**src/design/jotp_pkg.sv**
```systemverilog
package jotp_pkg;

   // fixed formats
   localparam int IN_FRAC = 28;
   localparam int LOG_W   = 128;

   // register indexes
   localparam logic [2:0] REG_C_REAL       = 3'd0;
   localparam logic [2:0] REG_C_IMAG       = 3'd1;
   localparam logic [2:0] REG_MAX_ITER     = 3'd2;
   localparam logic [2:0] REG_BAND_STEP    = 3'd3;
   localparam logic [2:0] REG_PALETTE_BASE = 3'd4;

   // register reset values
   localparam logic [31:0] C_REAL_RST = 32'd4187593114;
   localparam logic [31:0] C_IMAG_RST = 32'd161061274;
   localparam int          MAX_ITER_RST = 256;
   localparam logic [3:0]  BAND_STEP_RST = 4'd6;
   localparam logic [7:0]  PALETTE_BASE_RST = 8'd128;

   // log2 results, Q.8
   typedef logic signed [23:0] log_type;
   localparam log_type LOG_ZERO = -24'sd1048576;
   localparam log_type CLAMP_IN = -24'sd20410;
   localparam log_type CLAMP_AX = -24'sd10205;
   localparam log_type LOG_BIAS = 24'sd2304;

   // colour constants, Q16
   localparam logic signed [47:0] K_IN    = 48'sd317983;
   localparam logic signed [47:0] K_OUT   = 48'sd590539;
   localparam logic signed [47:0] RND24   = 48'sd16777215;
   localparam logic signed [31:0] RND8    = 32'sd255;

   // multiplier operand pairs
   localparam logic [1:0] MUL_RR = 2'd0;
   localparam logic [1:0] MUL_II = 2'd1;
   localparam logic [1:0] MUL_RI = 2'd2;

   // log sources
   localparam logic [1:0] SRC_ORB  = 2'd0;
   localparam logic [1:0] SRC_NORM = 2'd1;
   localparam logic [1:0] SRC_LGA  = 2'd2;
   localparam logic [1:0] SRC_AXIS = 2'd3;

   typedef struct packed {
      logic       load;
      logic [1:0] mul_op;
      logic       mul_issue;
      logic [1:0] mul_step;
      logic       acc_clear;
      logic       acc_add;
      logic       save_sqre;
      logic       do_norm;
      logic       track;
      logic       do_update;
      logic       lg_load;
      logic [1:0] lg_src;
      logic       lg_step_en;
      logic [2:0] lg_step;
      logic       lg_save;
      logic [1:0] lg_dst;
      logic       col1;
      logic       col2;
      logic       col3;
   } cmd_type;

   typedef struct packed {
      logic cont;
      logic in_set;
      logic out_busy;
   } stat_type;

   typedef logic [255:0][7:0] frac_tab_type;

   // fractional part of log2((256+k)/256) by repeated squaring
   function automatic frac_tab_type build_frac();
      frac_tab_type t;
      logic [63:0]  m;
      logic [7:0]   fr;
      for (int k = 0; k < 256; k++) begin
         m  = 64'(256 + k) << 22;
         fr = '0;
         for (int r = 0; r < 8; r++) begin
            m  = (m * m) >> 30;
            fr = fr << 1;
            if (m >= 64'h8000_0000) begin
               fr[0] = 1'b1;
               m     = m >> 1;
            end
         end
         t[k] = fr;
      end
      return t;
   endfunction

   localparam frac_tab_type FRAC_TAB = build_frac();

endpackage

```
**src/design/jotp_ctrl.sv**
```systemverilog
module jotp_ctrl (
   input  logic               clock,
   input  logic               reset,
   input  logic               req_valid,
   output logic               req_ready,
   input  jotp_pkg::stat_type stat,
   output jotp_pkg::cmd_type  cmd
);

   localparam logic [3:0] S_IDLE  = 4'd0;
   localparam logic [3:0] S_SQRE  = 4'd1;
   localparam logic [3:0] S_SQIM  = 4'd2;
   localparam logic [3:0] S_NORM  = 4'd3;
   localparam logic [3:0] S_CHECK = 4'd4;
   localparam logic [3:0] S_CROSS = 4'd5;
   localparam logic [3:0] S_UPD   = 4'd6;
   localparam logic [3:0] S_LGLD  = 4'd7;
   localparam logic [3:0] S_LGRUN = 4'd8;
   localparam logic [3:0] S_LGSAV = 4'd9;
   localparam logic [3:0] S_COL1  = 4'd10;
   localparam logic [3:0] S_COL2  = 4'd11;
   localparam logic [3:0] S_COL3  = 4'd12;

   logic [3:0] state_ff, state_in;
   logic [2:0] step_ff, step_in;
   logic       trk_ff, trk_in;
   logic [1:0] phase_ff, phase_in;

   assign req_ready = (state_ff == S_IDLE);

   always_ff @(posedge clock) begin
      if (reset) begin
         state_ff <= S_IDLE;
         step_ff  <= '0;
         trk_ff   <= 1'b0;
         phase_ff <= '0;
      end else begin
         state_ff <= state_in;
         step_ff  <= step_in;
         trk_ff   <= trk_in;
         phase_ff <= phase_in;
      end
   end

   always_comb begin
      state_in = state_ff;
      step_in  = step_ff;
      trk_in   = trk_ff;
      phase_in = phase_ff;
      cmd      = '0;
      // four partial products, then a final step that folds in the last
      cmd.mul_issue = (step_ff < 3'd4);
      cmd.mul_step  = step_ff[1:0];
      cmd.acc_add   = (step_ff != 3'd0);
      cmd.acc_clear = (step_ff == 3'd1);
      cmd.lg_step   = step_ff;
      cmd.lg_dst    = phase_ff;
      case (state_ff)
         S_IDLE: begin
            cmd.mul_issue = 1'b0;
            cmd.acc_add   = 1'b0;
            if (req_valid) begin
               cmd.load = 1'b1;
               state_in = S_SQRE;
               step_in  = '0;
               trk_in   = 1'b0;
               phase_in = '0;
            end
         end
         S_SQRE: begin
            cmd.mul_op = jotp_pkg::MUL_RR;
            step_in    = step_ff + 3'd1;
            if (step_ff == 3'd4) begin
               state_in = S_SQIM;
               step_in  = '0;
            end
         end
         S_SQIM: begin
            cmd.mul_op    = jotp_pkg::MUL_II;
            cmd.save_sqre = (step_ff == 3'd0);
            step_in       = step_ff + 3'd1;
            if (step_ff == 3'd4) begin
               state_in = S_NORM;
               step_in  = '0;
            end
         end
         S_NORM: begin
            cmd.mul_issue = 1'b0;
            cmd.acc_add   = 1'b0;
            cmd.do_norm   = 1'b1;
            cmd.track     = trk_ff;
            state_in      = S_CHECK;
         end
         S_CHECK: begin
            cmd.mul_issue = 1'b0;
            cmd.acc_add   = 1'b0;
            step_in       = '0;
            state_in      = stat.cont ? S_CROSS : S_LGLD;
         end
         S_CROSS: begin
            cmd.mul_op = jotp_pkg::MUL_RI;
            step_in    = step_ff + 3'd1;
            if (step_ff == 3'd4) begin
               state_in = S_UPD;
               step_in  = '0;
            end
         end
         S_UPD: begin
            cmd.mul_issue = 1'b0;
            cmd.acc_add   = 1'b0;
            cmd.do_update = 1'b1;
            trk_in        = 1'b1;
            state_in      = S_SQRE;
         end
         S_LGLD: begin
            cmd.mul_issue = 1'b0;
            cmd.acc_add   = 1'b0;
            cmd.lg_load   = 1'b1;
            if (stat.in_set) begin
               cmd.lg_src = jotp_pkg::SRC_ORB;
            end else begin
               case (phase_ff)
                  2'd0:    cmd.lg_src = jotp_pkg::SRC_NORM;
                  2'd1:    cmd.lg_src = jotp_pkg::SRC_LGA;
                  default: cmd.lg_src = jotp_pkg::SRC_AXIS;
               endcase
            end
            step_in  = '0;
            state_in = S_LGRUN;
         end
         S_LGRUN: begin
            cmd.mul_issue  = 1'b0;
            cmd.acc_add    = 1'b0;
            cmd.lg_step_en = 1'b1;
            step_in        = step_ff + 3'd1;
            if (step_ff == 3'd6) begin
               state_in = S_LGSAV;
               step_in  = '0;
            end
         end
         S_LGSAV: begin
            cmd.mul_issue = 1'b0;
            cmd.acc_add   = 1'b0;
            cmd.lg_save   = 1'b1;
            if (stat.in_set || phase_ff == 2'd2) begin
               state_in = S_COL1;
            end else begin
               phase_in = phase_ff + 2'd1;
               state_in = S_LGLD;
            end
         end
         S_COL1: begin
            cmd.mul_issue = 1'b0;
            cmd.acc_add   = 1'b0;
            cmd.col1      = 1'b1;
            state_in      = S_COL2;
         end
         S_COL2: begin
            cmd.mul_issue = 1'b0;
            cmd.acc_add   = 1'b0;
            cmd.col2      = 1'b1;
            state_in      = S_COL3;
         end
         S_COL3: begin
            cmd.mul_issue = 1'b0;
            cmd.acc_add   = 1'b0;
            if (!stat.out_busy) begin
               cmd.col3 = 1'b1;
               state_in = S_IDLE;
            end
         end
         default: begin
            state_in = S_IDLE;
         end
      endcase
   end

endmodule

```
**config.mk**
```make
export PLATFORM = sky130hd
export DESIGN_NAME = jotp_ctrl
export DESIGN_NICKNAME = d
export VERILOG_FILES = /design/src/design/jotp_pkg.sv /design/src/design/jotp_ctrl.sv
export SDC_FILE = /design/constraint.sdc
export NUM_CORES = 1
export LEC_CHECK = 0
export BUFFER_PORTS_ARGS = -buffer_cell sky130_fd_sc_hd__buf_2
export CAP_MARGIN = 20
export CORE_AREA = 2 2 47 49
export DETAILED_ROUTE_END_ITERATION = 7
export DIE_AREA = 0 0 49 51
export PLACE_DENSITY = 0.76
export SYNTH_ARGS = -nofsm -noshare
export SYNTH_HDL_FRONTEND = slang
export SYNTH_SLANG_ARGS = --single-unit
```
**constraint.sdc**
```tcl
create_clock -name clock -period 1.85 [get_ports clock]
set_input_delay 0.185 -clock clock [delete_from_list [all_inputs] [get_ports clock]]
set_output_delay 0.185 -clock clock [all_outputs]
set_load 0.05 [all_outputs]
```
==> impl_metrics.sql <==
INSERT INTO impl_metrics (metric_group, metric, value, unit) VALUES
('clocking', 'ctsHoldBuffers', '0', ''),
('final_layout', 'final_nets', '175', ''),
('status', 'run_status', 'complete, no violations', ''),
('floorplan', 'core', '2060', 'µm²'),
('clocking', 'htree_levels', '1', ''),
('sta', 'grt_setup_unrepaired', 'true', ''),
('setup_path', 'crit_path_max_fanout', '15', ''),
('sta', 'fin_worst_skew', '0.00636', 'ns'),
('placement', 'placedInstanceArea', '1210', 'µm²'),
('sta', 'setup_violations', '0', ''),
('route', 'via_count', '1073', ''),
('sta', 'report.final.hold_viol_count', '0', ''),
('pwr', 'power.internal', '0.957', 'mW'),
('sta', 'fmax', '550', 'MHz'),
('pwr', 'max-vdd-ir-drop', '0.974', 'mV'),
('floorplan', 'initial_core_util', '0.458', ''),
('route', 'wl_per_cell', '14.2', 'µm'),
('placement', 'place_worst_setup_slack', '0.135', 'ns'),
('setup_path', 'worstRegToRegCells', '4', ''),
('floorplan', 'dieArea', '2500', 'µm²'),
('route', 'first_iter_violations', '37', ''),
('pwr', 'power_switching_share', '0.552', ''),
('route', 'routed_wl', '2.69', 'mm'),
('pwr', 'power_frac_comb', '0.736', ''),
('floorplan', 'num_rows', '17', ''),
('floorplan', 'die_x', '49', 'µm'),
('sta', 'slew_viol_final', '0', ''),
('yosys', 'largest_family_of_logic_cells_by_synthesized_area', 'simple AND/OR/NAND/NOR gates', ''),
('pwr', 'proportion_of_power_drawn_by_the_clock_network', '0.092', ''),
('yosys', 'synth_cell_type_count', '39', ''),
('final_layout', 'final_cell_area', '1310', 'µm²'),
('yosys', 'synth_xor_xnor_area_share', '0', ''),
('yosys', 'synthCells', '128', ''),
('sta', 'post_route_minimum_period', '1.82', 'ns'),
('setup_path', 'r2r_setup_slack', '0.14', 'ns'),
('final_layout', 'area_delta_synth_final', '38.1', '%'),
('pwr', 'power_leakage', '0.583', 'nW'),
('run', 'max_cap_viol_count', '0', ''),
('setup_path', 'worstPathRequired', '1.66', 'ns'),
('yosys', 'synth.top_cells.by_area', 'sky130_fd_sc_hd__dfxtp_1, sky130_fd_sc_hd__ha_1, sky130_fd_sc_hd__a21oi_1, sky130_fd_sc_hd__nand2b_1, sky130_fd_sc_hd__nor2_1', ''),
('clocking', 'tritoncts', 'yes', ''),
('yosys', 'synthMuxAreaShare', '0.0225', ''),
('setup_path', 'timing_worst_setup_path_type', 'register to output pin', ''),
('yosys', 'syn_nets', '141', ''),
('sta', 'fin_crit_sh', '0.982', ''),
('yosys', 'yosysWarningCount', '0', ''),
('pwr', 'seq_power_share', '0.173', ''),
('yosys', 'postSynthRegisterBits', '10', ''),
('worst_hold_path', 'worst_hold_path_type', 'primary input to register', ''),
('final_layout', 'layout-drive-gt1-share', '0.429', ''),
('clocking', 'tritoncts_num_sinks', '10', ''),
('yosys', 'synth_compound_area_frac', '0.249', ''),
('clocking', 'cts_buffer_depth', '2', ''),
('sta', 'setup_slack', '0.0326', 'ns'),
('sta', 'maxSlewHeadroom', '0.698', ''),
('floorplan', 'design.portCount', '32', ''),
('route', 'detail_route.first_pass.iterations', '5', ''),
('pwr', 'power.net_switching', '1.18', 'mW'),
('global_routing', 'track_usage', '0.227', ''),
('global_routing', 'maximum_number_of_pins_on_one_net_before_global_route_repair', '16', ''),
('route', 'drc', '0', ''),
('global_routing', 'globalRouteOverflowTotal', '0', ''),
('pwr', 'p_per_area', '1630', 'nW/µm²'),
('placement', 'hpwlAfterDp', '2.12', 'mm'),
('global_routing', 'grt_antenna_before_repair', '0', ''),
('placement', 'numPortBuffers', '31', ''),
('setup_path', 'worst_ep_arrival_time', '1.63', 'ns'),
('floorplan', 'fp.dieH', '51', 'µm'),
('setup_path', 'crit_path_end_kind', 'output pin', ''),
('sta', 'max_slew.worst_pin.slew', '0.448', 'ns'),
('yosys', 'synth.largest_area_cell', 'sky130_fd_sc_hd__dfxtp_1', '');
cell usage in the layout (no fill, tap or decap), types with 2 or more instances in the layout:
cell type	netlist	routed
sky130_fd_sc_hd__a211oi_2	2	2
sky130_fd_sc_hd__a21o_1	2	2
sky130_fd_sc_hd__a21oi_1	10	9
sky130_fd_sc_hd__a221o_1	3	3
sky130_fd_sc_hd__a31oi_1	3	3
sky130_fd_sc_hd__and3_1	2	2
sky130_fd_sc_hd__buf_2	1	23
sky130_fd_sc_hd__buf_4	4	9
sky130_fd_sc_hd__buf_6	1	5
sky130_fd_sc_hd__clkbuf_4	0	6
sky130_fd_sc_hd__clkinvlp_4	0	2
sky130_fd_sc_hd__dfxtp_1	10	5
sky130_fd_sc_hd__dfxtp_2	0	3
sky130_fd_sc_hd__dfxtp_4	0	2
sky130_fd_sc_hd__ha_1	7	7
sky130_fd_sc_hd__inv_1	11	9
sky130_fd_sc_hd__nand2_1	8	5
sky130_fd_sc_hd__nand2_2	0	3
sky130_fd_sc_hd__nand2b_1	8	8
sky130_fd_sc_hd__nand3_1	3	3
sky130_fd_sc_hd__nor2_1	12	10
sky130_fd_sc_hd__nor2_2	0	2
sky130_fd_sc_hd__nor2b_1	3	3
sky130_fd_sc_hd__nor3_1	8	4
sky130_fd_sc_hd__nor3_4	0	4
sky130_fd_sc_hd__o21a_1	2	2
sky130_fd_sc_hd__o21ai_0	4	4
sky130_fd_sc_hd__o31ai_1	2	2
final timing paths:
path | from | to
worst max-delay path | state_ff[3] | cmd[11]
worst min-delay path | reset | state_ff[2]
worst max register to register | state_ff[1] | state_ff[1]
worst min register to register | phase_ff[1] | phase_ff[1]
registers in the layout (all words and copies together) (netlist names):
signal and cells:
state_ff 4, step_ff 3, phase_ff 2, trk_ff 1
critical path, cell delays in order (launching register included):
cell                       delay, ns
sky130_fd_sc_hd__dfxtp_1        0.34
sky130_fd_sc_hd__buf_4          0.19
sky130_fd_sc_hd__nand2b_1       0.16
sky130_fd_sc_hd__or2_2          0.33
sky130_fd_sc_hd__nor3_4         0.15
sky130_fd_sc_hd__buf_6          0.18
cell usage after synthesis, drive strengths merged:
master,instances
o31ai,2
inv,11
o21a,2
and2,1
o2bb2ai,1
and3,3
nand2,8
nor2b,3
dfxtp,10
nor3,8
or4,1
and4,1
a311oi,2
a221o,3
nor4,1
nor3b,1
a2bb2oi,1
nand3,3
or2,1
ha,7
o21ai,5
nand2b,8
nand4,1
a211oi,2
a31oi,3
or3b,1
nor4b,1
a21o,2
a21oi,10
buf,6
clkbuf,5
mux2,1
mux2i,1
nor2,12
power groups by stage:
stage | sequential [mW] | combinational, mW | clock [mW]
2_1_floorplan | 0.365 | 1.17 | 0
3_3_place_gp | 0.352 | 1.45 | 0
3_5_place_dp | 0.356 | 1.48 | 0
4_1_cts | 0.357 | 1.53 | 0.202
5_1_grt | 0.380 | 1.66 | 0.216
6_report | 0.369 | 1.57 | 0.196
timing repair:
item                                    4_1_cts  5_1_grt
pin swaps                                     0        0
endpoints found under the setup margin        5        8
cloned                                        0        0
setup buffers                                 0        0
resized for setup                             9       12
logic make-up (layout without fill, tap and decap cells):
| family | after synthesis | after routing |
|---|---|---|
| buffers and inverters | 22 | 55 |
| adders and majority gates | 7 | 7 |
| AOI/OAI and AO/OA | 33 | 33 |
| DFF | 10 | 10 |
| and+or+nand+nor | 54 | 54 |
| muxes | 2 | 2 |
area by class of cell:
| type | count | area, µm² |
|---|---|---|
| fillers | 175 | 757 |
| multi-input cells | 96 | 713 |
| repair buffers | 40 | 262 |
| flip-flops and latches | 10 | 211 |
| inverters | 11 | 48.8 |
| clock buffers | 4 | 36.3 |
| well taps | 28 | 35.0 |
per-stage QoR:
| stage | utilization | power [mW] | std cells | hold WS (ns) | setup TNS [ns] |
|---|---|---|---|---|---|
| 2_1_floorplan | - | 1.54 | 128 | 0.371 | -0.598 |
| 3_3_place_gp | 0.588 | 1.80 | 185 | 0.499 | 0 |
| 3_5_place_dp | 0.588 | 1.84 | 185 | 0.510 | 0 |
| 4_1_cts | 0.617 | 2.09 | 189 | 0.232 | 0 |
| 5_1_grt | 0.633 | 2.26 | 189 | 0.242 | -0.0412 |
| 6_report | 0.633 | 2.13 | 189 | 0.240 | 0 |
per-layer routing:
| metal | wire, µm | share of wire | vias to the layer above | track usage |
|---|---|---|---|---|
| li1 | - | - | 521 | - |
| met1 | 1090 | 0.41 | 485 | 0.258 |
| met2 | 1370 | 0.51 | 59 | 0.416 |
| met3 | 162 | 0.060 | 8 | 0.0439 |
| met4 | 68 | 0.025 | 0 | 0.100 |
| met5 | 0 | 0 | - | 0 |
Note: power is estimated with default switching activity, not from simulation.
